==> src/hw/rtl/slisd_pkg.sv <==
// ----------------------------------------------------------------------------
// slisd_pkg: shared types and constants of the sorted list store
// Capacity, field widths, operation and status codes, cell control word and
// the saturating conversion of internal counts to the 6-bit result fields.
// ----------------------------------------------------------------------------
package slisd_pkg;

  localparam int CAPACITY  = 32;
  localparam int CNT_W     = $clog2(CAPACITY + 1);
  localparam int IDX_W     = $clog2(CAPACITY);
  localparam int VALUE_W   = 32;
  localparam int OPCODE_W  = 2;
  localparam int STATUS_W  = 2;
  localparam int FIELD_W   = 6;
  localparam int COUNT_MAX = 63;

  typedef enum logic [OPCODE_W-1:0] {
    OP_INSERT = 2'd0,
    OP_SEARCH = 2'd1,
    OP_DELETE = 2'd2,
    OP_NOP    = 2'd3
  } opcode_t;

  typedef enum logic [STATUS_W-1:0] {
    ST_OK       = 2'd0,
    ST_FULL     = 2'd1,
    ST_EMPTY    = 2'd2,
    ST_NOTFOUND = 2'd3
  } status_t;

  // Per-request shift command broadcast to every cell.
  typedef struct packed {
    logic ins;  // open a slot at the insert point and shift right
    logic del;  // close the slot of the first match and shift left
  } cell_ctrl_t;

  function automatic logic [FIELD_W-1:0] sat_field(input logic [CNT_W-1:0] n);
    return (int'(n) > COUNT_MAX) ? FIELD_W'(COUNT_MAX) : FIELD_W'(n);
  endfunction

endpackage

==> src/hw/rtl/slisd_in_if.sv <==
// ----------------------------------------------------------------------------
// slisd_in_if: request channel
// Valid/ready channel carrying an operation code and a signed value.
// ----------------------------------------------------------------------------
interface slisd_in_if;
  logic                               valid;
  logic                               ready;
  logic [slisd_pkg::OPCODE_W-1:0]     opcode;
  logic signed [slisd_pkg::VALUE_W-1:0] value;

  modport source (output valid, output opcode, output value, input ready);
  modport sink   (input valid, input opcode, input value, output ready);
endinterface

==> src/hw/rtl/slisd_out_if.sv <==
// ----------------------------------------------------------------------------
// slisd_out_if: response channel
// Valid/ready channel carrying status, match count and occupancy.
// ----------------------------------------------------------------------------
interface slisd_out_if;
  logic                           valid;
  logic                           ready;
  logic [slisd_pkg::STATUS_W-1:0] status;
  logic [slisd_pkg::FIELD_W-1:0]  match_count;
  logic [slisd_pkg::FIELD_W-1:0]  occupancy;

  modport source (output valid, output status, output match_count, output occupancy,
                  input ready);
  modport sink   (input valid, input status, input match_count, input occupancy,
                  output ready);
endinterface

==> src/hw/rtl/sorted_list_insert_search_delete.sv <==
// ----------------------------------------------------------------------------
// sorted_list_insert_search_delete: bounded sorted multiset of signed words
// Insert, count-matches and delete-one requests against an ascending chain
// of value cells; one response per request.
// ----------------------------------------------------------------------------
//
//  Channel    Dir  Handshake     Payload
//  request    in   valid/ready   opcode[1:0], value[31:0] signed
//  response   out  valid/ready   status[1:0], match_count[5:0], occupancy[5:0]
//
//  Flow   : one request per cycle while the response is taken; the response
//           is registered through stage 1 (cell update + flag capture), then stage 2 (count).
//  Update : all cells compare against the key in parallel; on an insert or delete
//           cells from that point up shift one place in the same cycle it is accepted.
//  Reset  : clears the fill count and the pipeline flags; cell contents are
//           not cleared; cells at or above the fill count never raise a compare flag.
//  Stalls : a stalled response holds both stages; request ready drops once
//           stage 1 holds a request as well.
//
module sorted_list_insert_search_delete (
  input  logic        clk,
  input  logic        rst,
  slisd_in_if.sink    request,
  slisd_out_if.source response
);

  // --------------------------------------------------------------------------
  // Fill count and cell chain
  // --------------------------------------------------------------------------
  logic [slisd_pkg::CNT_W-1:0]          count;
  logic [slisd_pkg::CNT_W-1:0]          count_next;
  logic [slisd_pkg::CAPACITY-1:0]       valid;
  logic [slisd_pkg::CAPACITY-1:0]       lt;
  logic [slisd_pkg::CAPACITY-1:0]       eq;
  logic signed [slisd_pkg::VALUE_W-1:0] cell_value [slisd_pkg::CAPACITY];
  slisd_pkg::cell_ctrl_t                ctrl;

  logic                  accept;
  logic                  advance;
  slisd_pkg::opcode_t    op;
  logic                  full;
  logic                  empty;
  logic                  found;
  slisd_pkg::status_t    status_next;

  // --------------------------------------------------------------------------
  // Stage 1: status, new occupancy and the captured match flags
  // --------------------------------------------------------------------------
  logic                           s1_valid;
  logic                           s1_is_search;
  slisd_pkg::status_t             s1_status;
  logic [slisd_pkg::CNT_W-1:0]    s1_count;
  logic [slisd_pkg::CAPACITY-1:0] s1_match;
  logic [slisd_pkg::CNT_W-1:0]    tally_count;

  assign advance       = !response.valid || response.ready;
  assign request.ready = !s1_valid || advance;
  assign accept        = request.valid && request.ready;
  assign op            = slisd_pkg::opcode_t'(request.opcode);

  // Cells below the fill count hold live values.
  always_comb begin
    for (int i = 0; i < slisd_pkg::CAPACITY; i++) begin
      valid[i] = slisd_pkg::CNT_W'(i) < count;
    end
  end

  assign full  = (count == slisd_pkg::CNT_W'(slisd_pkg::CAPACITY));
  assign empty = (count == '0);
  assign found = |eq;

  // Decide the shift command, status and next fill count.
  always_comb begin
    ctrl        = '0;
    status_next = slisd_pkg::ST_OK;
    count_next  = count;
    case (op)
      slisd_pkg::OP_INSERT: begin
        if (full) begin
          status_next = slisd_pkg::ST_FULL;
        end else begin
          ctrl.ins   = accept;
          count_next = count + slisd_pkg::CNT_W'(1);
        end
      end
      slisd_pkg::OP_SEARCH: begin
        if (empty) begin
          status_next = slisd_pkg::ST_EMPTY;
        end else if (!found) begin
          status_next = slisd_pkg::ST_NOTFOUND;
        end
      end
      slisd_pkg::OP_DELETE: begin
        if (empty) begin
          status_next = slisd_pkg::ST_EMPTY;
        end else if (!found) begin
          status_next = slisd_pkg::ST_NOTFOUND;
        end else begin
          ctrl.del   = accept;
          count_next = count - slisd_pkg::CNT_W'(1);
        end
      end
      slisd_pkg::OP_NOP: begin
        status_next = slisd_pkg::ST_OK;
      end
      default: begin
        status_next = slisd_pkg::ST_OK;
      end
    endcase
  end

  // Cell 0 sees an always-less left neighbor so an insert at the head loads
  // the key; the last cell sees itself on the right.
  for (genvar g = 0; g < slisd_pkg::CAPACITY; g++) begin : g_cell
    logic                                 left_lt;
    logic signed [slisd_pkg::VALUE_W-1:0] left_value;
    logic signed [slisd_pkg::VALUE_W-1:0] right_value;

    if (g == 0) begin : g_head
      assign left_lt    = 1'b1;
      assign left_value = request.value;
    end else begin : g_body
      assign left_lt    = lt[g-1];
      assign left_value = cell_value[g-1];
    end

    if (g == slisd_pkg::CAPACITY - 1) begin : g_tail
      assign right_value = cell_value[g];
    end else begin : g_inner
      assign right_value = cell_value[g+1];
    end

    slisd_cell u_cell (
      .clk         (clk),
      .ctrl        (ctrl),
      .key         (request.value),
      .valid       (valid[g]),
      .left_lt     (left_lt),
      .left_value  (left_value),
      .right_value (right_value),
      .value       (cell_value[g]),
      .lt          (lt[g]),
      .eq          (eq[g])
    );
  end

  // Load the next fill count on every accepted request.
  always_ff @(posedge clk) begin
    if (rst) begin
      count <= '0;
    end else if (accept) begin
      count <= count_next;
    end
  end

  // Stage 1 register.
  always_ff @(posedge clk) begin
    if (rst) begin
      s1_valid <= 1'b0;
    end else if (accept) begin
      s1_valid <= 1'b1;
    end else if (advance) begin
      s1_valid <= 1'b0;
    end
  end

  always_ff @(posedge clk) begin
    if (accept) begin
      s1_is_search <= (op == slisd_pkg::OP_SEARCH);
      s1_status    <= status_next;
      s1_count     <= count_next;
      s1_match     <= eq;
    end
  end

  // --------------------------------------------------------------------------
  // Stage 2: count the matches and hold the response
  // --------------------------------------------------------------------------
  slisd_tally u_tally (
    .match (s1_match),
    .count (tally_count)
  );

  always_ff @(posedge clk) begin
    if (rst) begin
      response.valid <= 1'b0;
    end else if (advance) begin
      response.valid <= s1_valid;
    end
  end

  always_ff @(posedge clk) begin
    if (advance && s1_valid) begin
      response.status      <= s1_status;
      response.match_count <= s1_is_search ? slisd_pkg::sat_field(tally_count) : '0;
      response.occupancy   <= slisd_pkg::sat_field(s1_count);
    end
  end

  // --------------------------------------------------------------------------
  // Checks
  // --------------------------------------------------------------------------
  logic order_ok;

  always_comb begin
    order_ok = 1'b1;
    for (int i = 0; i < slisd_pkg::CAPACITY - 1; i++) begin
      if (valid[i+1] && (cell_value[i] > cell_value[i+1])) begin
        order_ok = 1'b0;
      end
    end
  end

  a_count_bound: assert property (@(posedge clk) disable iff (rst)
    count <= slisd_pkg::CNT_W'(slisd_pkg::CAPACITY))
    else $error("fill count exceeds capacity");

  a_count_idle: assert property (@(posedge clk) disable iff (rst)
    !accept |=> $stable(count))
    else $error("fill count changed without a request");

  a_full_hold: assert property (@(posedge clk) disable iff (rst)
    (accept && op == slisd_pkg::OP_INSERT && full) |=> (count == $past(count)))
    else $error("refused insert changed the fill count");

  a_notfound_flags: assert property (@(posedge clk) disable iff (rst)
    (s1_valid && s1_status == slisd_pkg::ST_NOTFOUND) |-> (s1_match == '0))
    else $error("not-found status with match flags set");

  a_sorted: assert property (@(posedge clk) disable iff (rst)
    order_ok)
    else $error("stored values out of ascending order");

endmodule

==> src/hw/rtl/slisd_cell.sv <==
// ----------------------------------------------------------------------------
// slisd_cell: one slot of the sorted chain
// Holds one value, compares it with the key and takes a value from its left
// or right neighbor when the chain opens or closes a slot.
// ----------------------------------------------------------------------------
module slisd_cell (
  input  logic                                 clk,
  input  slisd_pkg::cell_ctrl_t                ctrl,
  input  logic signed [slisd_pkg::VALUE_W-1:0] key,
  input  logic                                 valid,
  input  logic                                 left_lt,
  input  logic signed [slisd_pkg::VALUE_W-1:0] left_value,
  input  logic signed [slisd_pkg::VALUE_W-1:0] right_value,
  output logic signed [slisd_pkg::VALUE_W-1:0] value,
  output logic                                 lt,
  output logic                                 eq
);

  assign lt = valid && (value < key);
  assign eq = valid && (value == key);

  // Cells below the insert/delete point hold; the rest move one place.
  always_ff @(posedge clk) begin
    if (ctrl.ins && !lt) begin
      value <= left_lt ? key : left_value;
    end else if (ctrl.del && !lt) begin
      value <= right_value;
    end
  end

endmodule

==> src/hw/rtl/slisd_tally.sv <==
// ----------------------------------------------------------------------------
// slisd_tally: match counter
// Counts a contiguous run of match flags from the positions of its first and
// last flag.
// ----------------------------------------------------------------------------
module slisd_tally (
  input  logic [slisd_pkg::CAPACITY-1:0] match,
  output logic [slisd_pkg::CNT_W-1:0]    count
);

  logic [slisd_pkg::CAPACITY-1:0] first_hot;
  logic [slisd_pkg::CAPACITY-1:0] last_hot;
  logic [slisd_pkg::IDX_W-1:0]    first_idx;
  logic [slisd_pkg::IDX_W-1:0]    last_idx;

  always_comb begin
    for (int i = 0; i < slisd_pkg::CAPACITY; i++) begin
      first_hot[i] = match[i] && ((i == 0) || !match[(i == 0) ? 0 : i - 1]);
      last_hot[i]  = match[i] &&
                     ((i == slisd_pkg::CAPACITY - 1) ||
                      !match[(i == slisd_pkg::CAPACITY - 1) ? i : i + 1]);
    end
  end

  always_comb begin
    first_idx = '0;
    last_idx  = '0;
    for (int i = 0; i < slisd_pkg::CAPACITY; i++) begin
      if (first_hot[i]) begin
        first_idx = first_idx | slisd_pkg::IDX_W'(i);
      end
      if (last_hot[i]) begin
        last_idx = last_idx | slisd_pkg::IDX_W'(i);
      end
    end
  end

  assign count = (|match) ?
                 slisd_pkg::CNT_W'(slisd_pkg::CNT_W'(last_idx) - slisd_pkg::CNT_W'(first_idx)
                                   + slisd_pkg::CNT_W'(1)) :
                 '0;

endmodule

==> src/flat_wrapper.sv <==
// flat-port wrapper written by rule: the top's interface ports become plain ports
module sorted_list_insert_search_delete_flat 
  (clk, rst, request_valid, request_opcode, request_value, request_ready, response_valid, response_status, response_match_count, response_occupancy, response_ready);
  slisd_in_if request_i ();
  slisd_out_if response_i ();
  input  logic clk;
  input  logic rst;
  input wire logic [$bits(request_i.valid)-1:0] request_valid;
  input wire logic [$bits(request_i.opcode)-1:0] request_opcode;
  input wire logic [$bits(request_i.value)-1:0] request_value;
  output wire logic [$bits(request_i.ready)-1:0] request_ready;
  output wire logic [$bits(response_i.valid)-1:0] response_valid;
  output wire logic [$bits(response_i.status)-1:0] response_status;
  output wire logic [$bits(response_i.match_count)-1:0] response_match_count;
  output wire logic [$bits(response_i.occupancy)-1:0] response_occupancy;
  input wire logic [$bits(response_i.ready)-1:0] response_ready;
  assign request_i.valid = request_valid;
  assign request_i.opcode = request_opcode;
  assign request_i.value = request_value;
  assign request_ready = request_i.ready;
  assign response_valid = response_i.valid;
  assign response_status = response_i.status;
  assign response_match_count = response_i.match_count;
  assign response_occupancy = response_i.occupancy;
  assign response_i.ready = response_ready;
  sorted_list_insert_search_delete u_core (.clk(clk), .rst(rst), .request(request_i), .response(response_i));
endmodule
==> config.mk <==
export PLATFORM = sky130hd
export DESIGN_NAME = sorted_list_insert_search_delete_flat
export DESIGN_NICKNAME = d
export VERILOG_FILES = /design/src/hw/rtl/slisd_pkg.sv /design/src/hw/rtl/slisd_in_if.sv /design/src/hw/rtl/slisd_out_if.sv /design/src/hw/rtl/sorted_list_insert_search_delete.sv /design/src/hw/rtl/slisd_cell.sv /design/src/hw/rtl/slisd_tally.sv /design/src/flat_wrapper.sv
export SDC_FILE = /design/constraint.sdc
export NUM_CORES = 2
export LEC_CHECK = 0
export ABC_AREA = 1
export ABC_CLOCK_PERIOD_IN_PS = 8460
export BUFFER_PORTS_ARGS = -buffer_cell sky130_fd_sc_hd__buf_2
export CORE_MARGIN = 2
export CORE_UTILIZATION = 35
export DETAILED_ROUTE_END_ITERATION = 16
export PLACE_DENSITY = 0.46
export SETUP_SLACK_MARGIN = 0.2
export SLEW_MARGIN = 20
export SYNTH_ARGS = -nofsm -noshare
export SYNTH_HDL_FRONTEND = slang
export SYNTH_SLANG_ARGS = --single-unit
export TNS_END_PERCENT = 1
==> constraint.sdc <==
create_clock -name clk -period 8.46 [get_ports clk]
set_input_delay 2.538 -clock clk [delete_from_list [all_inputs] [get_ports clk]]
set_output_delay 2.538 -clock clk [all_outputs]
set_load 0.005 [all_outputs]
Word-level counts from Yosys, hierarchy flattened
Index checks and enable logic that the tools add are counted.
- ROM bits: 0
- input port bits: 38
- RAM bits: 0
- latch bits: 0
- register bits after elaboration: 1087
- logic and storage cells: 667
- output and inout port bits: 16
- memories kept: 0
- reduce and logical (&&, ||, !) cells: 297
- bitwise operators: 0
- multiplexer cells: 224
- multiply operators: 0
- order comparisons: 64
- $add $sub $neg: 4
- shift-type cells: 0
- div/mod/pow operators: 0
- equality and inequality tests: 36
- operator list (operator ; count):
    32-bit 2-to-1 mux ; 125
    32-bit equality test ; 32
    32-bit less-than comparator ; 32
    1-bit logical AND ; 190
    5-bit 2-to-1 mux ; 32
    5-bit by 6-bit less-than comparator with 1-bit output (first input constant) ; 16
    1-bit logical NOT ; 66
    2-bit nonzero test ; 33
    4-bit 2-to-1 mux ; 16
    32-bit OR reduction ; 2
    6-bit 2-to-1 mux ; 9
    4-bit by 6-bit less-than comparator with 1-bit output (first input constant) ; 8
    2-bit 2-to-1 mux ; 13
    3-bit by 6-bit less-than comparator with 1-bit output (first input constant) ; 4
    3-bit 2-to-1 mux ; 8
    1-bit 2-to-1 mux ; 19
    6-bit by 1-bit adder with 6-bit output (second input constant) ; 2
    1-bit by 6-bit less-than comparator with 1-bit output (first input constant) ; 2
    2-bit by 6-bit less-than comparator with 1-bit output (first input constant) ; 2
    6-bit case mux with 2 select lines ; 1
    2-bit case mux with 4 select lines ; 1
    6-bit equality test (second input constant) ; 1
    6-bit logical NOT ; 1
    5-bit by 5-bit subtractor with 6-bit output ; 1
    other kinds (7) ; 9

Depth between registers and ports, before layout
- depth after elaboration: 35
- mapped depth: 20
- gate-level depth less buffers: 19

Hierarchy
A second synthesis with hierarchy kept.
- cells, all modules: 11921
- area total of the unflattened synthesis: 88864.0 um^2
- modules (own cells, without submodules) (module ; cells each ; instances ; area an instance (um^2)):
    slisd_cell (u_core.g_cell[0].u_cell ...) ; 355 ; 31 ; 2647.5
    sorted_list_insert_search_delete ; 332 ; 1 ; 3088.0
    slisd_cell (u_core.g_cell[22].u_cell) ; 357 ; 1 ; 2651.3
    slisd_tally ; 227 ; 1 ; 1051.0

Worst setup path before layout
No wires, ideal clock.
- kind: input-to-reg
- start: input port request_value[3]
- end: register u_core.g_cell[28].u_cell.value[0] in the netlist's numbering, enable pin
- cell stages on the path: 12
- path buffers: 3
- path slack: 0.947 ns
- arrival: 7.072 ns
- cells stage by stage: clkbuf_1 -> inv_1 -> clkbuf_1 -> ha_1 -> a21oi_1 -> o21ai_0 -> a21oi_1 -> nor2_1 -> o21ai_0 -> nand3_1 -> clkbuf_1 -> a31oi_1
- word-level cells in the longest chain between the ends: 11
- elaborated cells between the ends (all ways): 77
- ends and longest elaborated chain (element ; line ; source):
    start, declared ; flat_wrapper.sv:10 ; input wire logic [$bits(request_i.value)-1:0] request_value;
    32-bit equality test ; slisd_cell.sv:20 ; assign eq = valid && (value == key);
    1-bit logical AND ; slisd_cell.sv:20 ;
    32-bit OR reduction ; sorted_list_insert_search_delete.sv:70 ; assign found = |eq;
    1-bit 2-to-1 mux ; sorted_list_insert_search_delete.sv:96 ; end else if (!found) begin
    1-bit 2-to-1 mux ; sorted_list_insert_search_delete.sv:94 ; if (empty) begin
    1-bit 2-to-1 mux ; sorted_list_insert_search_delete.sv:77 ; case (op)
    1-bit 2-to-1 mux ; sorted_list_insert_search_delete.sv:94 ;
    1-bit 2-to-1 mux (2 in series) ; sorted_list_insert_search_delete.sv:77 ;
    1-bit logical AND ; slisd_cell.sv:26 ; end else if (ctrl.del && !lt) begin
    2-bit nonzero test (no line) (*) ; n/a ;
    end signal, assigned ; slisd_cell.sv:25 ; value <= left_lt ? key : left_value;
    end signal, assigned ; slisd_cell.sv:27 ; value <= right_value;
    end, declared ; slisd_cell.sv:14 ; output logic signed [slisd_pkg::VALUE_W-1:0] value,
Every way passes the cells marked *; elsewhere a longest branch is shown, timed or not. The select of a mux whose other input is x is not followed.
A chain may end at the register's enable or synchronous reset.

Worst setup path after layout
- start: input port request_value[10]
- end: register u_core.g_cell[8].u_cell.value[0] in the netlist's numbering, enable pin
- word-level cells in the longest chain between the ends: 11
- elaborated cells between the ends (all ways): 77
- ends and longest elaborated chain (element ; line):
    32-bit equality test ; slisd_cell.sv:20
    1-bit logical AND ; slisd_cell.sv:20
    32-bit OR reduction ; sorted_list_insert_search_delete.sv:70
    1-bit 2-to-1 mux ; sorted_list_insert_search_delete.sv:96
    1-bit 2-to-1 mux ; sorted_list_insert_search_delete.sv:94
    1-bit 2-to-1 mux ; sorted_list_insert_search_delete.sv:77
    1-bit 2-to-1 mux ; sorted_list_insert_search_delete.sv:94
    1-bit 2-to-1 mux (2 in series) ; sorted_list_insert_search_delete.sv:77
    1-bit logical AND ; slisd_cell.sv:26
    2-bit nonzero test (no line) (*) ; n/a
    end signal, assigned ; slisd_cell.sv:25
    end signal, assigned ; slisd_cell.sv:27
    end, declared ; slisd_cell.sv:14
Marked as above.

==> results.md <==
* Status: completed
* Yosys cell types at between 50 and 60
* RSZ-0062 raised after global routing: false
* Clk slew on worst S/H paths at 0.05 ns
* Routed WL per cell at 28.7 um
* Worst Path Max Fanout at 40
* Most frequent cells after synthesis: 5106 x nand2_1, 1079 x edfxtp_1, 1039 x ha_1
* Placeable Area at between 200000 and 250000 um2
* Finished Layout Cells at 14.1k
* Most frequent cell after synthesis: nand2_1
* Seq/Total Area, Yosys at about two fifths
* Hold_ws at 0.508 ns
* Top post-synthesis cells by area: edfxtp_1 39%, nand2_1 23%, ha_1 16%
* DRC errors left at 0
* Largest net degree at the start of global routing at 65
* CTS tree: built
* Total grt overflow at 0
* Finish-stage setup viols at 0
* CTS Sinks at 1087
* GRT Overall Usage at 32.9%
* CP endpoint kind: flip-flop
* First-pass GRT wire length at 565000 um
* Worst EP arrival at 7.33 ns
* Fin nets at 11.9k
* Critical path class: in -> reg
* Peak Freq at 0.146 GHz
* Finished Cell Area at roughly 92000 um2
* Post-synth EDFFs at 1079
* CP dominant cell by count: nand2_1
* Num CTS Buffers at 146
* Drt first pass iters at 6
* Routability congestion estimate at 0.965
* Cell Area, Synth at 82400 um2
* CP max-delay cell: nor2_2
* Worst Hold Class: reg -> reg
* Static Leakage at between 40 and 50 nW
* Count of final hold-check violations at 0
* Setup TNS at 0 ns
* Top-area cell type share of the netlist area at 39.3%
* Vias per cell at 5.72
* Final critical-path required period at 6.87 ns
* Die Width at ~490 um
* DIE HEIGHT at 489 um
* Placed Instance Area at 87200 um2
* Initial Util at 35.1%
* Max-slew violation count at 0
* IO buf count at 53
* FFs w/ async S/R, synth at 0%
* Clk buf depth at 3
* Slowest cell delay on critical path at 0.77 ns
* Worst EP required at 8.92 ns
* Skew final at 0.0356 ns
* Post-CTS sizing at 0
* Largest area contributor in the synthesized netlist: edfxtp_1
* Vias in the first global route at 74.9k
* DRT Wirelength at a little over 400000 um
* Fraction of layout cells with a size suffix above 1 at around 5.8%
* CP Launch Type: primary input
* DR vias at 80.4k
* Mean post-synth cell area at about 7.6 um2
* Final Power at 0.0155 W
* Cell Chain, Critical Path: buf_2 > inv_4 > buf_12 > ha_1 > nand2_1 > nor2_1 > nand2_1 > nor2_1 > nand3_1 > nand2_1 > nor2_1 > nand2_1 > nor2_1 > nand2_1 > a31oi_4 > buf_12 > nor2_2 > buf_4
* Antenna Nets Post-Route at 0
* Area Growth Syn to Fin at 11.3%
* Clock Latency Late Sink at 0.82 ns
* Ys Warns at 0
* Hold_buf cts at 0
* #FFs+latches synth at 1087
* Initial antenna violation count at 20
* Ys flop type: edfxtp_1
* IO Pins at 54
* Placed insts at 13.8k
* Relative slew margins at 18.7%
* Root buf cell: clkbuf_16
* Post-CTS Setup Inserts at 0
* PwrDens at between 150 and 200 nW/um2
* Hpwl dp at 289000 um
* Std-Cell Rows at 178
* Worst slew pin tran at 1.22 ns
* Syn nets at 12.0k
* Mapped Cells at 10.9k
* Final Cycle Share at about four fifths
* Die area at about 240000 um2
* Max VDD drop at 0.181 mV
* Total of max-cap violations at 0
* H-tree Lvls at 4
* DRT iter0 DRCs at 9441
cells in the final DEF (no fill, tap or decap), types with 36 or more instances in the layout:
| cell type | count |
|---|---|
| buf_2 | 52 |
| inv_1 | 240 |
| clkinv_2 | 36 |
| nor2_1 | 532 |
| edfxtp_1 | 1079 |
| nand3_1 | 166 |
| nand2_1 | 5105 |
| ha_1 | 1039 |
| clkbuf_16 | 151 |
| o21ai_0 | 903 |
| nand4_1 | 340 |
| clkbuf_1 | 37 |
| a21oi_1 | 580 |
| buf_4 | 194 |
cells by family (layout without fill, tap and decap cells):
logic type	Yosys count	count (layout)	synth area share, %
AOI/OAI and AO/OA	1609	1609	10.1
xor gates and xnor gates	5	5	0.0531
adders and majority gates	1040	1040	15.8
buffers and inverters	859	851	4.04
DFF	1087	1087	39.5
other	0	12	0
and+or+nand+nor	6300	6300	30.4
worst max-delay path: cells and delay by family:
| family | cells | cell delay, ns |
|---|---|---|
| buf+inv | 5 | 2.15 |
| simple gates | 11 | 2.10 |
| fa+ha+maj | 1 | 0.29 |
| compound gates | 1 | 0.13 |
final cells by class:
class                           instances  area [um2]
Antenna cell                           12        30.0
Clock inverter                         73         538
Clock buffer                          188        3920
Timing Repair Buffer                  287        2580
Multi-Input combinational cell       8954       46900
Tap cell                             3150        3940
Inverter                              303        1210
Fill cell                           24744      143000
Sequential cell                      1087       32600
metal layers:
layer	up-vias	global-route usage (%)	routed length (um)
li1	36799	-	-
met1	39191	46.8	180000
met2	3830	47.9	168000
met3	610	6.82	36600
met4	6	13.9	18500
met5	-	0	34
power breakdown:
group,leakage [nW],switching (W),internal (W)
Clock,2.18,0.00264,0.00347
Sequential,10.0,0.000277,0.00619
Combinational,29.6,0.00213,0.000807
final timing paths:
check / from / to / slack, ns / cells after the start
max reg2reg: u_core.count[1]$_SDFFE_PP0P_ / u_core.g_cell[8].u_cell.value[0]$_DFFE_PP_ / 2.91 / 15
max: request_value[10] / u_core.g_cell[8].u_cell.value[0]$_DFFE_PP_ / 1.59 / 18
min: u_core.s1_valid$_SDFFE_PP0P_ / u_core.response.valid$_SDFFE_PP0P_ / 0.51 / 2
min reg2reg: u_core.s1_valid$_SDFFE_PP0P_ / u_core.response.valid$_SDFFE_PP0P_ / 0.51 / 2
stage by stage:
stage               util (%)  setup slack (ns)
global route            39.1              1.58
detailed placement      37.1             0.835
finish                  39.1              1.59
floorplan                  -             0.947
CTS                     39.0              1.69
global placement        37.1             0.851
registers in the layout, indices dropped and copies added (netlist names):
name,flops
u_core.count,6
u_core.g_cell.u_cell.value,1024
u_core.response.match_count,6
u_core.response.occupancy,6
u_core.response.status,2
u_core.response.valid,1
u_core.s1_count,6
u_core.s1_is_search,1
u_core.s1_match,32
u_core.s1_status,2
u_core.s1_valid,1
Power figures use the tool's default switching activity.
